<file path="config.mk">
export PLATFORM = sky130hd
export DESIGN_NAME = ivde_ctrl
export DESIGN_NICKNAME = d
export VERILOG_FILES = /design/src/hdl/ivde_pkg.sv /design/src/hdl/ivde_ctrl.sv
export SDC_FILE = /design/constraint.sdc
export NUM_CORES = 1
export LEC_CHECK = 0
export ABC_AREA = 1
export BUFFER_PORTS_ARGS = -buffer_cell sky130_fd_sc_hd__buf_2
export CORE_AREA = 2 2 39 41
export CTS_BUF_LIST = sky130_fd_sc_hd__clkbuf_8 sky130_fd_sc_hd__clkbuf_16
export DETAILED_ROUTE_END_ITERATION = 10
export DIE_AREA = 0 0 41 43
export GPL_TIMING_DRIVEN = 0
export PLACE_DENSITY = 0.44
export SKIP_CTS_REPAIR_TIMING = 1
export SYNTH_ARGS = -nofsm -noshare
export SYNTH_HDL_FRONTEND = slang
export SYNTH_SLANG_ARGS = --single-unit
</file>
<file path="constraint.sdc">
create_clock -name clk -period 1.4 [get_ports clk]
set_input_delay 0.28 -clock clk [delete_from_list [all_inputs] [get_ports clk]]
set_output_delay 0.28 -clock clk [all_outputs]
set_load 0.02 [all_outputs]
</file>
<file path="src/hdl/ivde_pkg.sv">
`timescale 1ns / 1ps
// ----------------------------------------------------------------------------
// ivde_pkg
// Shared types and constants of the int8 vector distance engine.
// ----------------------------------------------------------------------------
package ivde_pkg;

    localparam int MaxDimDefault = 16384;

    typedef enum logic [1:0] {
        METRIC_L2  = 2'd0,
        METRIC_IP  = 2'd1,
        METRIC_COS = 2'd2,
        METRIC_L1  = 2'd3
    } metric_t;

    typedef enum logic [2:0] {
        ST_ACCUM,
        ST_MUL,
        ST_ROOT,
        ST_OUT
    } state_t;

    typedef struct packed {
        logic accum;      // accumulate the accepted pair
        logic finish;     // latch result of the closing pair, clear sums
        logic prep;       // form d^2*2^60 and na*nb
        logic root_step;  // one bit of the cosine search
        logic root_init;  // start the bit search
    } cmd_t;

    typedef struct packed {
        logic is_cos;     // closing result needs the cosine search
        logic root_done;  // last bit decided
    } status_t;

endpackage

</file>
<file path="src/hdl/ivde_ctrl.sv">
`timescale 1ns / 1ps
`default_nettype none
// ----------------------------------------------------------------------------
// ivde_ctrl
// Sequencer: accumulate, run cosine search, hold result until taken.
// ----------------------------------------------------------------------------
module ivde_ctrl (
    input  wire logic               clk,
    input  wire logic               rst_n,
    input  wire logic               s_axis_tvalid,
    output logic                    s_axis_tready,
    input  wire logic               last,
    output logic                    m_axis_tvalid,
    input  wire logic               m_axis_tready,
    input  wire ivde_pkg::status_t  status,
    output ivde_pkg::cmd_t          cmd
);

    ivde_pkg::state_t state_reg, state_next;

    always_ff @(posedge clk or negedge rst_n)
    begin
        if (!rst_n)
            state_reg <= ivde_pkg::ST_ACCUM;
        else
            state_reg <= state_next;
    end

    always_comb
    begin
        logic take;
        state_next    = state_reg;
        cmd           = '0;
        s_axis_tready = 1'b0;
        m_axis_tvalid = 1'b0;
        take          = 1'b0;
        unique case (state_reg)
            ivde_pkg::ST_ACCUM:
            begin
                s_axis_tready = 1'b1;
                take          = s_axis_tvalid;
            end
            ivde_pkg::ST_MUL:
            begin
                cmd.prep      = 1'b1;
                cmd.root_init = 1'b1;
                state_next    = ivde_pkg::ST_ROOT;
            end
            ivde_pkg::ST_ROOT:
            begin
                cmd.root_step = 1'b1;
                if (status.root_done)
                    state_next = ivde_pkg::ST_OUT;
            end
            ivde_pkg::ST_OUT:
            begin
                m_axis_tvalid = 1'b1;
                s_axis_tready = m_axis_tready;
                take          = m_axis_tready && s_axis_tvalid;
                if (m_axis_tready)
                    state_next = ivde_pkg::ST_ACCUM;
            end
            default: state_next = ivde_pkg::ST_ACCUM;
        endcase
        if (take)
        begin
            cmd.accum = 1'b1;
            if (last)
            begin
                cmd.finish = 1'b1;
                state_next = status.is_cos ? ivde_pkg::ST_MUL : ivde_pkg::ST_OUT;
            end
        end
    end

endmodule
`default_nettype wire

</file>
==> impl_metrics.yaml, run 1 <==
clock_network:
  cts.sinks: 3
  cts_tree: "yes"
  clkLatencyLatePin_ns: 0.21
  root_buffer: "clkbuf_8"
  cts.clk_slew.worst_paths_ns: 0.03
  ctsHtreeMaxLevel: 1
  clockBufferDepth: 2
  cts_inserted_buffers: 3
synth:
  avgSynthCellArea_sq_um: 7.05
  syn_area_sq_um: 211
  synthCells: 30
  synth_warnings: 0
  synth_nets: 37
  ys_seq_area_frac: 0.355
  ys_ff_latch: 3
  synth_cell_types: 12
grt:
  antenna_found_initial: 0
  global_route.overflow_total: 0
  grt_pass1_vias: 223
  grt_usage: 0.0693
  grt_max_degree: 6
  grt_first_pass_wirelength_microns: 786
cells_and_area:
  antenna_cells: 0
  layout_commonest_cell: "buf_2"
  drive_gt1_frac: 0.612
  instances_no_fill: 65
  syn_to_final_growth_pct: 92.9
  final_nets: 57
  layout_common_cells: "buf_2, inv_1, nand2_1"
  final_area_sq_um: 408
  largest_reg_flops: 3
floorplan:
  die_w_microns: 41
  num_io_pins: 14
  fp.coreArea_sq_um: 1380
  initial_core_util: 0.153
  die_y_microns: 43
  rows: 14
  dieArea_sq_um: 1760
power:
  p_leak_uw: 0.000227
  vdd_ir_drop_max_uv: 469
  totalPowerFinal_uw: 498
  p_per_area_nw_per_um2: 1220
timing:
  fmax_ghz: 0.683
  drv_slew: 0
  min_period_ns: 1.46
  rsz0062_at_grt: "true"
  fin_skew_ns: 0.000175
  finalSetupViolCount: 4
  final_hold_viol_count: 0
  period_share: 1.05
  final.setup.worst_slack_ns: -0.0642
  fin_setup_tns_ns: -0.186
detailed_routing:
  wl_per_cell_microns: 7.31
  drc_errors: 0
  via_per_inst: 3.51
  drtPass1Iterations: 1
  postRouteAntennaNets: 0
  vias: 228
  drt-total-wl_microns: 475
  drt_iter0_markers: 0
placed_design:
  port_buffers: 13
  placement.setup.worst_slack_ns: 0.0668
  placed_area_sq_um: 302
  hpwl_microns: 406
  routabilityCongestion: 0.684
  dp_cells: 59
critical_path:
  cp.arrival_ns: 1.18
  crit_type: "reg -> out"
  worstSetupStartpointType: "flop"
  worstPathRequired_ns: 1.12
  end_kind: "primary output"
  crit_path_max_fanout: 5
hold_path:
  hold_class: "in -> reg"
outcome:
  violations: "setup timing"
  status: "finished with violations"
flow_run:
  cap_violations: 0
-- cell usage after synthesis --
cell | number | area (sq um)
a22o_2 | 1 | 10.0
dfrtp_1 | 3 | 75.1
nand2_2 | 4 | 25.0
a21oi_1 | 2 | 10.0
nor3_1 | 2 | 10.0
nand2_1 | 5 | 18.8
buf_4 | 1 | 7.51
nor2_1 | 3 | 11.3
inv_1 | 5 | 18.8
nor2_4 | 1 | 11.3
nand3_1 | 2 | 10.0
conb_1 | 1 | 3.75
-- cell type report --
class / count / area (sq um)
fillers: 157 / 976
multi-input cells: 21 / 133
repair buffers: 15 / 106
flip-flops and latches: 3 / 77.6
clock buffers: 3 / 41.3
well taps: 16 / 20.0
inverters: 5 / 18.8
plain buffers: 1 / 7.51
clock inverters: 1 / 3.75
-- layer usage --
| metal | up-vias | global-route usage | share of wire |
|---|---|---|---|
| met1 | 93 | 0.0677 | 0.36 |
| met4 | 0 | 0.0600 | 0 |
| met3 | 0 | 0.0314 | 0.080 |
| met5 | - | 0 | 0 |
| li1 | 128 | - | - |
| met2 | 7 | 0.103 | 0.56 |
-- worst paths after layout --
kind | from | endpoint | slack, ns | depth (start not counted)
worst max-delay path | state_reg[2] | cmd[2] | -0.06 | 3
worst min-delay path | status[0] | state_reg[0] | 0.29 | 3
worst max register to register | state_reg[1] | state_reg[1] | 0.38 | 8
worst min register to register | state_reg[0] | state_reg[0] | 0.68 | 3
max in group asynchronous | rst_n | state_reg[1] | 0.89 | 2
min in group asynchronous | rst_n | state_reg[0] | 0.39 | 2
-- per-stage QoR --
| stage | hold slack, ns | util |
|---|---|---|
| global route | 0.297 | 0.295 |
| global placement | 0.0784 | 0.218 |
| floorplan | -0.0156 | - |
| finish | 0.287 | 0.295 |
| CTS | -0.147 | 0.250 |
| detailed placement | 0.0795 | 0.218 |
-- cell families (layout without fill, tap and decap cells) --
kind of cell / Yosys count / in the layout / synth area share
buffers and inverters: 6 / 25 / 0.124
DFF: 3 / 3 / 0.355
and+or+nand+nor: 17 / 17 / 0.408
AOI/OAI and AO/OA: 3 / 3 / 0.0947
other: 1 / 1 / 0.0177
-- critical path, stage by stage (launching register included) --
cell and delay [ns]:
dfrtp_2 0.45, nor3_2 0.23, buf_4 0.14, buf_2 0.15
-- where the power goes --
group	internal, uW	total, uW	switching [uW]
Clock	186	241	54.9
Sequential	100	119	18.8
Combinational	66.1	138	71.6
No activity file was read; power rests on OpenSTA's default activity.
==> run 2: changes to the inputs <==
--- a/config.mk
+++ b/config.mk
@@ -13,6 +13,7 @@
 export DIE_AREA = 0 0 41 43
 export GPL_TIMING_DRIVEN = 0
 export PLACE_DENSITY = 0.44
+export RECOVER_POWER = 50
 export SKIP_CTS_REPAIR_TIMING = 1
 export SYNTH_ARGS = -nofsm -noshare
 export SYNTH_HDL_FRONTEND = slang
==> impl_metrics.yaml, run 2 (same netlist as run 1, synthesis figures left out) <==
power:
  swShare: 0.292
  p_leak_uw: 0.000224
  p_clk_frac: 0.485
  p_per_area_nw_per_um2: 1220
  power_frac_comb: 0.276
  power_frac_seq: 0.239
  vdd_ir_drop_max_uv: 469
  totalPowerFinal_uw: 498
  power.internal_uw: 352
  p_sw_uw: 145
timing:
  drv_slew: 0
  holdWs_ns: 0.287
  fin_skew_ns: 0.000175
  min_period_ns: 1.46
  fin_setup_tns_ns: -0.186
  fmax_ghz: 0.683
  final_hold_viol_count: 0
  final.setup.worst_slack_ns: -0.0642
  rsz0062_at_grt: "true"
  period_share: 1.05
  finalSetupViolCount: 4
detailed_routing:
  wl_per_cell_microns: 7.31
  vias: 228
  drt_iter0_markers: 0
  drc_errors: 0
  postRouteAntennaNets: 0
  drtPass1Iterations: 1
  drt-total-wl_microns: 475
  via_per_inst: 3.51
grt:
  global_route.overflow_total: 0
  grt_first_pass_wirelength_microns: 786
  grt_pass1_vias: 223
  antenna_found_initial: 0
  grt_usage: 0.0693
  grt_max_degree: 6
critical_path:
  timing.rr.start: "state_reg[1]"
  crit_path_max_incr_delay_ns: 0.45
  r2r_cells: 8
  end_kind: "primary output"
  cp.arrival_ns: 1.18
  timing.rr.end: "state_reg[1]"
  crit_chain: "nor3_2, buf_4, buf_2"
  r2r_slack_ns: 0.38
  worstPathRequired_ns: 1.12
  crit_path_max_fanout: 5
  critical-path-slowest-cell: "dfrtp_2"
  crit_type: "reg -> out"
  worstSetupStartpointType: "flop"
floorplan:
  dieArea_sq_um: 1760
  initial_core_util: 0.153
  fp.coreArea_sq_um: 1380
  rows: 14
  num_io_pins: 14
  die_w_microns: 41
  die_y_microns: 43
cells_and_area:
  utilization: 0.294
  final_nets: 57
  drive_gt1_frac: 0.592
  layout_commonest_cell: "buf_2"
  syn_to_final_growth_pct: 92.3
  largest_reg_flops: 3
  layout_common_cells: "buf_2, inv_1, nand2_1"
  antenna_cells: 0
clock_network:
  cts.sinks: 3
  cts_inserted_buffers: 3
  cts_tree: "yes"
  ctsHtreeMaxLevel: 1
  cts.clk_slew.worst_paths_ns: 0.03
  root_buffer: "clkbuf_8"
  clkLatencyLatePin_ns: 0.21
  clockBufferDepth: 2
hold_path:
  whs_path_depth: 3
  min_from: "status[0]"
  hold_end: "state_reg[0]"
  hold_class: "in -> reg"
flow_run:
  cap_violations: 0
placed_design:
  routabilityCongestion: 0.684
  hpwl_microns: 406
  port_buffers: 13
outcome:
  violations: "setup timing"
  status: "finished with violations"
## run 2: cell count changes in the layout (fill, tap and decap cells not counted), sizes merged
cell    change
buf         -1
clkbuf      +1
## run 2: worst max-delay path by stage
| stage | start | end | slack (ns) | cells past startpoint |
|---|---|---|---|---|
| 2_1_floorplan | state_reg[1] | cmd[3] | 0.06 | 6 |
| 3_3_place_gp | state_reg[2] | cmd[3] | 0.06 | 6 |
| 3_5_place_dp | state_reg[2] | cmd[3] | 0.07 | 6 |
| 4_1_cts | state_reg[2] | cmd[3] | -0.16 | 6 |
| 5_1_grt | state_reg[0] | cmd[2] | -0.13 | 4 |
| 6_report | state_reg[2] | cmd[2] | -0.06 | 3 |
## run 2: cell type report
cell class                      instances  area, sq um
Fill cell                             158          977
Buffer                                  1         7.51
Multi-Input combinational cell         21          133
Sequential cell                         3         77.6
Inverter                                5         18.8
Clock buffer                            3         41.3
Clock inverter                          1         3.75
Tap cell                               16         20.0
Timing Repair Buffer                   15          105
## run 2: per-layer routing
layer	track usage	vias up	wire length (microns)
met4	0.0600	0	0
met2	0.103	7	266
met1	0.0677	93	169
met5	0	-	0
met3	0.0314	0	38
li1	-	128	-
## run 2: critical path, delay by kind of cell (launching register included)
| kind | cells | cell delay (ns) |
|---|---|---|
| buf+inv | 2 | 0.29 |
| flops | 1 | 0.45 |
| simple gates | 1 | 0.23 |
## run 2: stage by stage
step | cells | setup slack (ns) | area [sq um]
after floorplan | 30 | 0.0602 | 216
after global placement | 59 | 0.0608 | 302
after CTS | 63 | -0.164 | 347
after global routing | 65 | -0.131 | 407
after detailed placement | 59 | 0.0668 | 302
final | 65 | -0.0642 | 407
## run 2: power by group through the flow
stage | sequential (uW) | combinational (uW) | clock (uW)
after global placement | 115 | 109 | 0
after detailed placement | 115 | 109 | 0
after floorplan | 112 | 73.8 | 0
after CTS | 114 | 109 | 247
final | 119 | 137 | 241
after global routing | 121 | 151 | 266
==> run 3: changes to the inputs <==
--- a/config.mk
+++ b/config.mk
@@ -12,7 +12,6 @@
 export DETAILED_ROUTE_END_ITERATION = 10
 export DIE_AREA = 0 0 41 43
 export GPL_TIMING_DRIVEN = 0
-export PLACE_DENSITY = 0.44
 export RECOVER_POWER = 50
 export SKIP_CTS_REPAIR_TIMING = 1
 export SYNTH_ARGS = -nofsm -noshare
==> impl_metrics.yaml, run 3 (same netlist as run 1, synthesis figures left out) <==
outcome:
  status: "finished with violations"
  violations: "setup timing"
grt:
  grt_max_degree: 6
  global_route.overflow_total: 0
  grt_usage: 0.0765
  grt_first_pass_wirelength_microns: 772
  grt_pass1_vias: 217
  antenna_found_initial: 0
critical_path:
  worst-path-buf-inv: 2
  critical-path-slowest-cell: "dfrtp_2"
  timing.rr.end: "state_reg[1]"
  timing.rr.start: "state_reg[0]"
  r2r_cells: 7
  crit_chain: "nand2_2, nor2_4, nand2_2, nand2_4, nand2_2, inv_2, buf_6"
  worst_path_most_repeated_cell: "nand2_2"
  r2r_slack_ns: 0.29
  cp.arrival_ns: 1.19
  cp_top_family: "simple AND/OR/NAND/NOR gates"
  worstPathRequired_ns: 1.12
  crit_type: "reg -> out"
  crit_path_max_fanout: 4
  end_kind: "primary output"
  worstSetupStartpointType: "flop"
  crit_path_max_incr_delay_ns: 0.41
  crit_start: "state_reg[1]"
clock_network:
  cts_inserted_buffers: 3
  cts.clk_slew.worst_paths_ns: 0.03
  root_buffer: "clkbuf_8"
  ctsHtreeMaxLevel: 1
  clkLatencyLatePin_ns: 0.22
  cts_tree: "yes"
  cts.sinks: 3
  clockBufferDepth: 2
power:
  power.internal_uw: 355
  swShare: 0.298
  power_frac_seq: 0.236
  totalPowerFinal_uw: 506
  power_frac_comb: 0.279
  p_per_area_nw_per_um2: 1220
  p_sw_uw: 151
  vdd_ir_drop_max_uv: 344
  p_clk_frac: 0.485
  p_leak_uw: 0.000230
floorplan:
  initial_core_util: 0.153
  dieArea_sq_um: 1760
  rows: 14
  die_w_microns: 41
  die_y_microns: 43
  num_io_pins: 14
  fp.coreArea_sq_um: 1380
timing:
  min_period_ns: 1.47
  fmax_ghz: 0.681
  rsz0062_at_grt: "true"
  finalSetupViolCount: 4
  fin_skew_ns: 0.000783
  final.setup.worst_slack_ns: -0.0691
  drv_slew: 0
  final_hold_viol_count: 0
  period_share: 1.05
cells_and_area:
  multi_input_area_sq_um: 133
  layout_commonest_cell: "buf_2"
  instances_no_fill: 66
  drive_gt1_frac: 0.600
  layout_common_cells: "buf_2, inv_1, nand2_1, buf_4"
  final-seq-area_sq_um: 77.6
  syn_to_final_growth_pct: 95.9
  largest_reg_flops: 3
  final_nets: 58
  antenna_cells: 0
  nFillCells: 158
detailed_routing:
  drt-total-wl_microns: 520
  wl_per_cell_microns: 7.88
  vias: 248
  drt_iter0_markers: 3
  drtPass1Iterations: 2
  drc_errors: 0
  postRouteAntennaNets: 0
  via_per_inst: 3.76
placed_design:
  port_buffers: 13
  hpwl_microns: 400
  routabilityCongestion: 0.695
  dp_cells: 59
flow_run:
  cap_violations: 0
hold_path:
  min_from: "status[0]"
  whs_path_depth: 3
  hold_end: "state_reg[0]"
  hold_class: "in -> reg"
-- run 3: cell count changes in the layout (fill, tap and decap cells not counted), sizes merged --
cell,previous run,this run
buf,14,15
-- run 3: power groups by stage --
stage / Combinational (uW) / Sequential [uW] / Clock [uW]
2_1_floorplan: 73.8 / 112 / 0
3_3_place_gp: 108 / 114 / 0
3_5_place_dp: 109 / 115 / 0
4_1_cts: 109 / 114 / 251
5_1_grt: 154 / 121 / 265
6_report: 141 / 119 / 245
-- run 3: per-layer routing --
metal  track usage  up-vias  wire length, microns
met5             0        -                     0
li1              -      132                     -
met4         0.120        0                    32
met2         0.106       11                   221
met1        0.0583      101                   209
met3        0.0314        4                    57
-- run 3: layout make-up --
| cell class | count | share of cell area |
|---|---|---|
| multi-input cells | 21 | 0.320 |
| repair buffers | 16 | 0.272 |
| flip-flops and latches | 3 | 0.187 |
| clock buffers | 3 | 0.0997 |
| well taps | 16 | 0.0483 |
| inverters | 5 | 0.0453 |
| plain buffers | 1 | 0.0181 |
| clock inverters | 1 | 0.00906 |
-- run 3: how the worst max path moves through the flow --
stage          endpoint  slack [ns]  cells past startpoint
3_3_place_gp     cmd[3]        0.07                      6
4_1_cts          cmd[3]       -0.16                      6
2_1_floorplan    cmd[3]        0.06                      6
6_report         cmd[3]       -0.07                      7
5_1_grt          cmd[3]       -0.14                      7
3_5_place_dp     cmd[3]        0.07                      6
-- run 3: per-stage QoR --
step / area (sq um) / setup TNS [ns] / hold WS, ns / util / worst slack, ns
after floorplan: 216 / 0 / -0.0156 / - / 0.0602
after global placement: 302 / 0 / 0.0753 / 0.218 / 0.0723
after detailed placement: 302 / 0 / 0.0772 / 0.218 / 0.0746
after CTS: 347 / -0.339 / -0.151 / 0.250 / -0.163
after global routing: 414 / -0.462 / 0.324 / 0.299 / -0.140
final: 414 / -0.210 / 0.289 / 0.299 / -0.0691
-- run 3: tightest hold or removal path, delay by kind of cell --
| kind | cells | cell delay, ns |
|---|---|---|
| AOI/OAI and AO/OA | 1 | 0.06 |
| buffers and inverters | 1 | 0.08 |
| and+or+nand+nor | 1 | 0.05 |
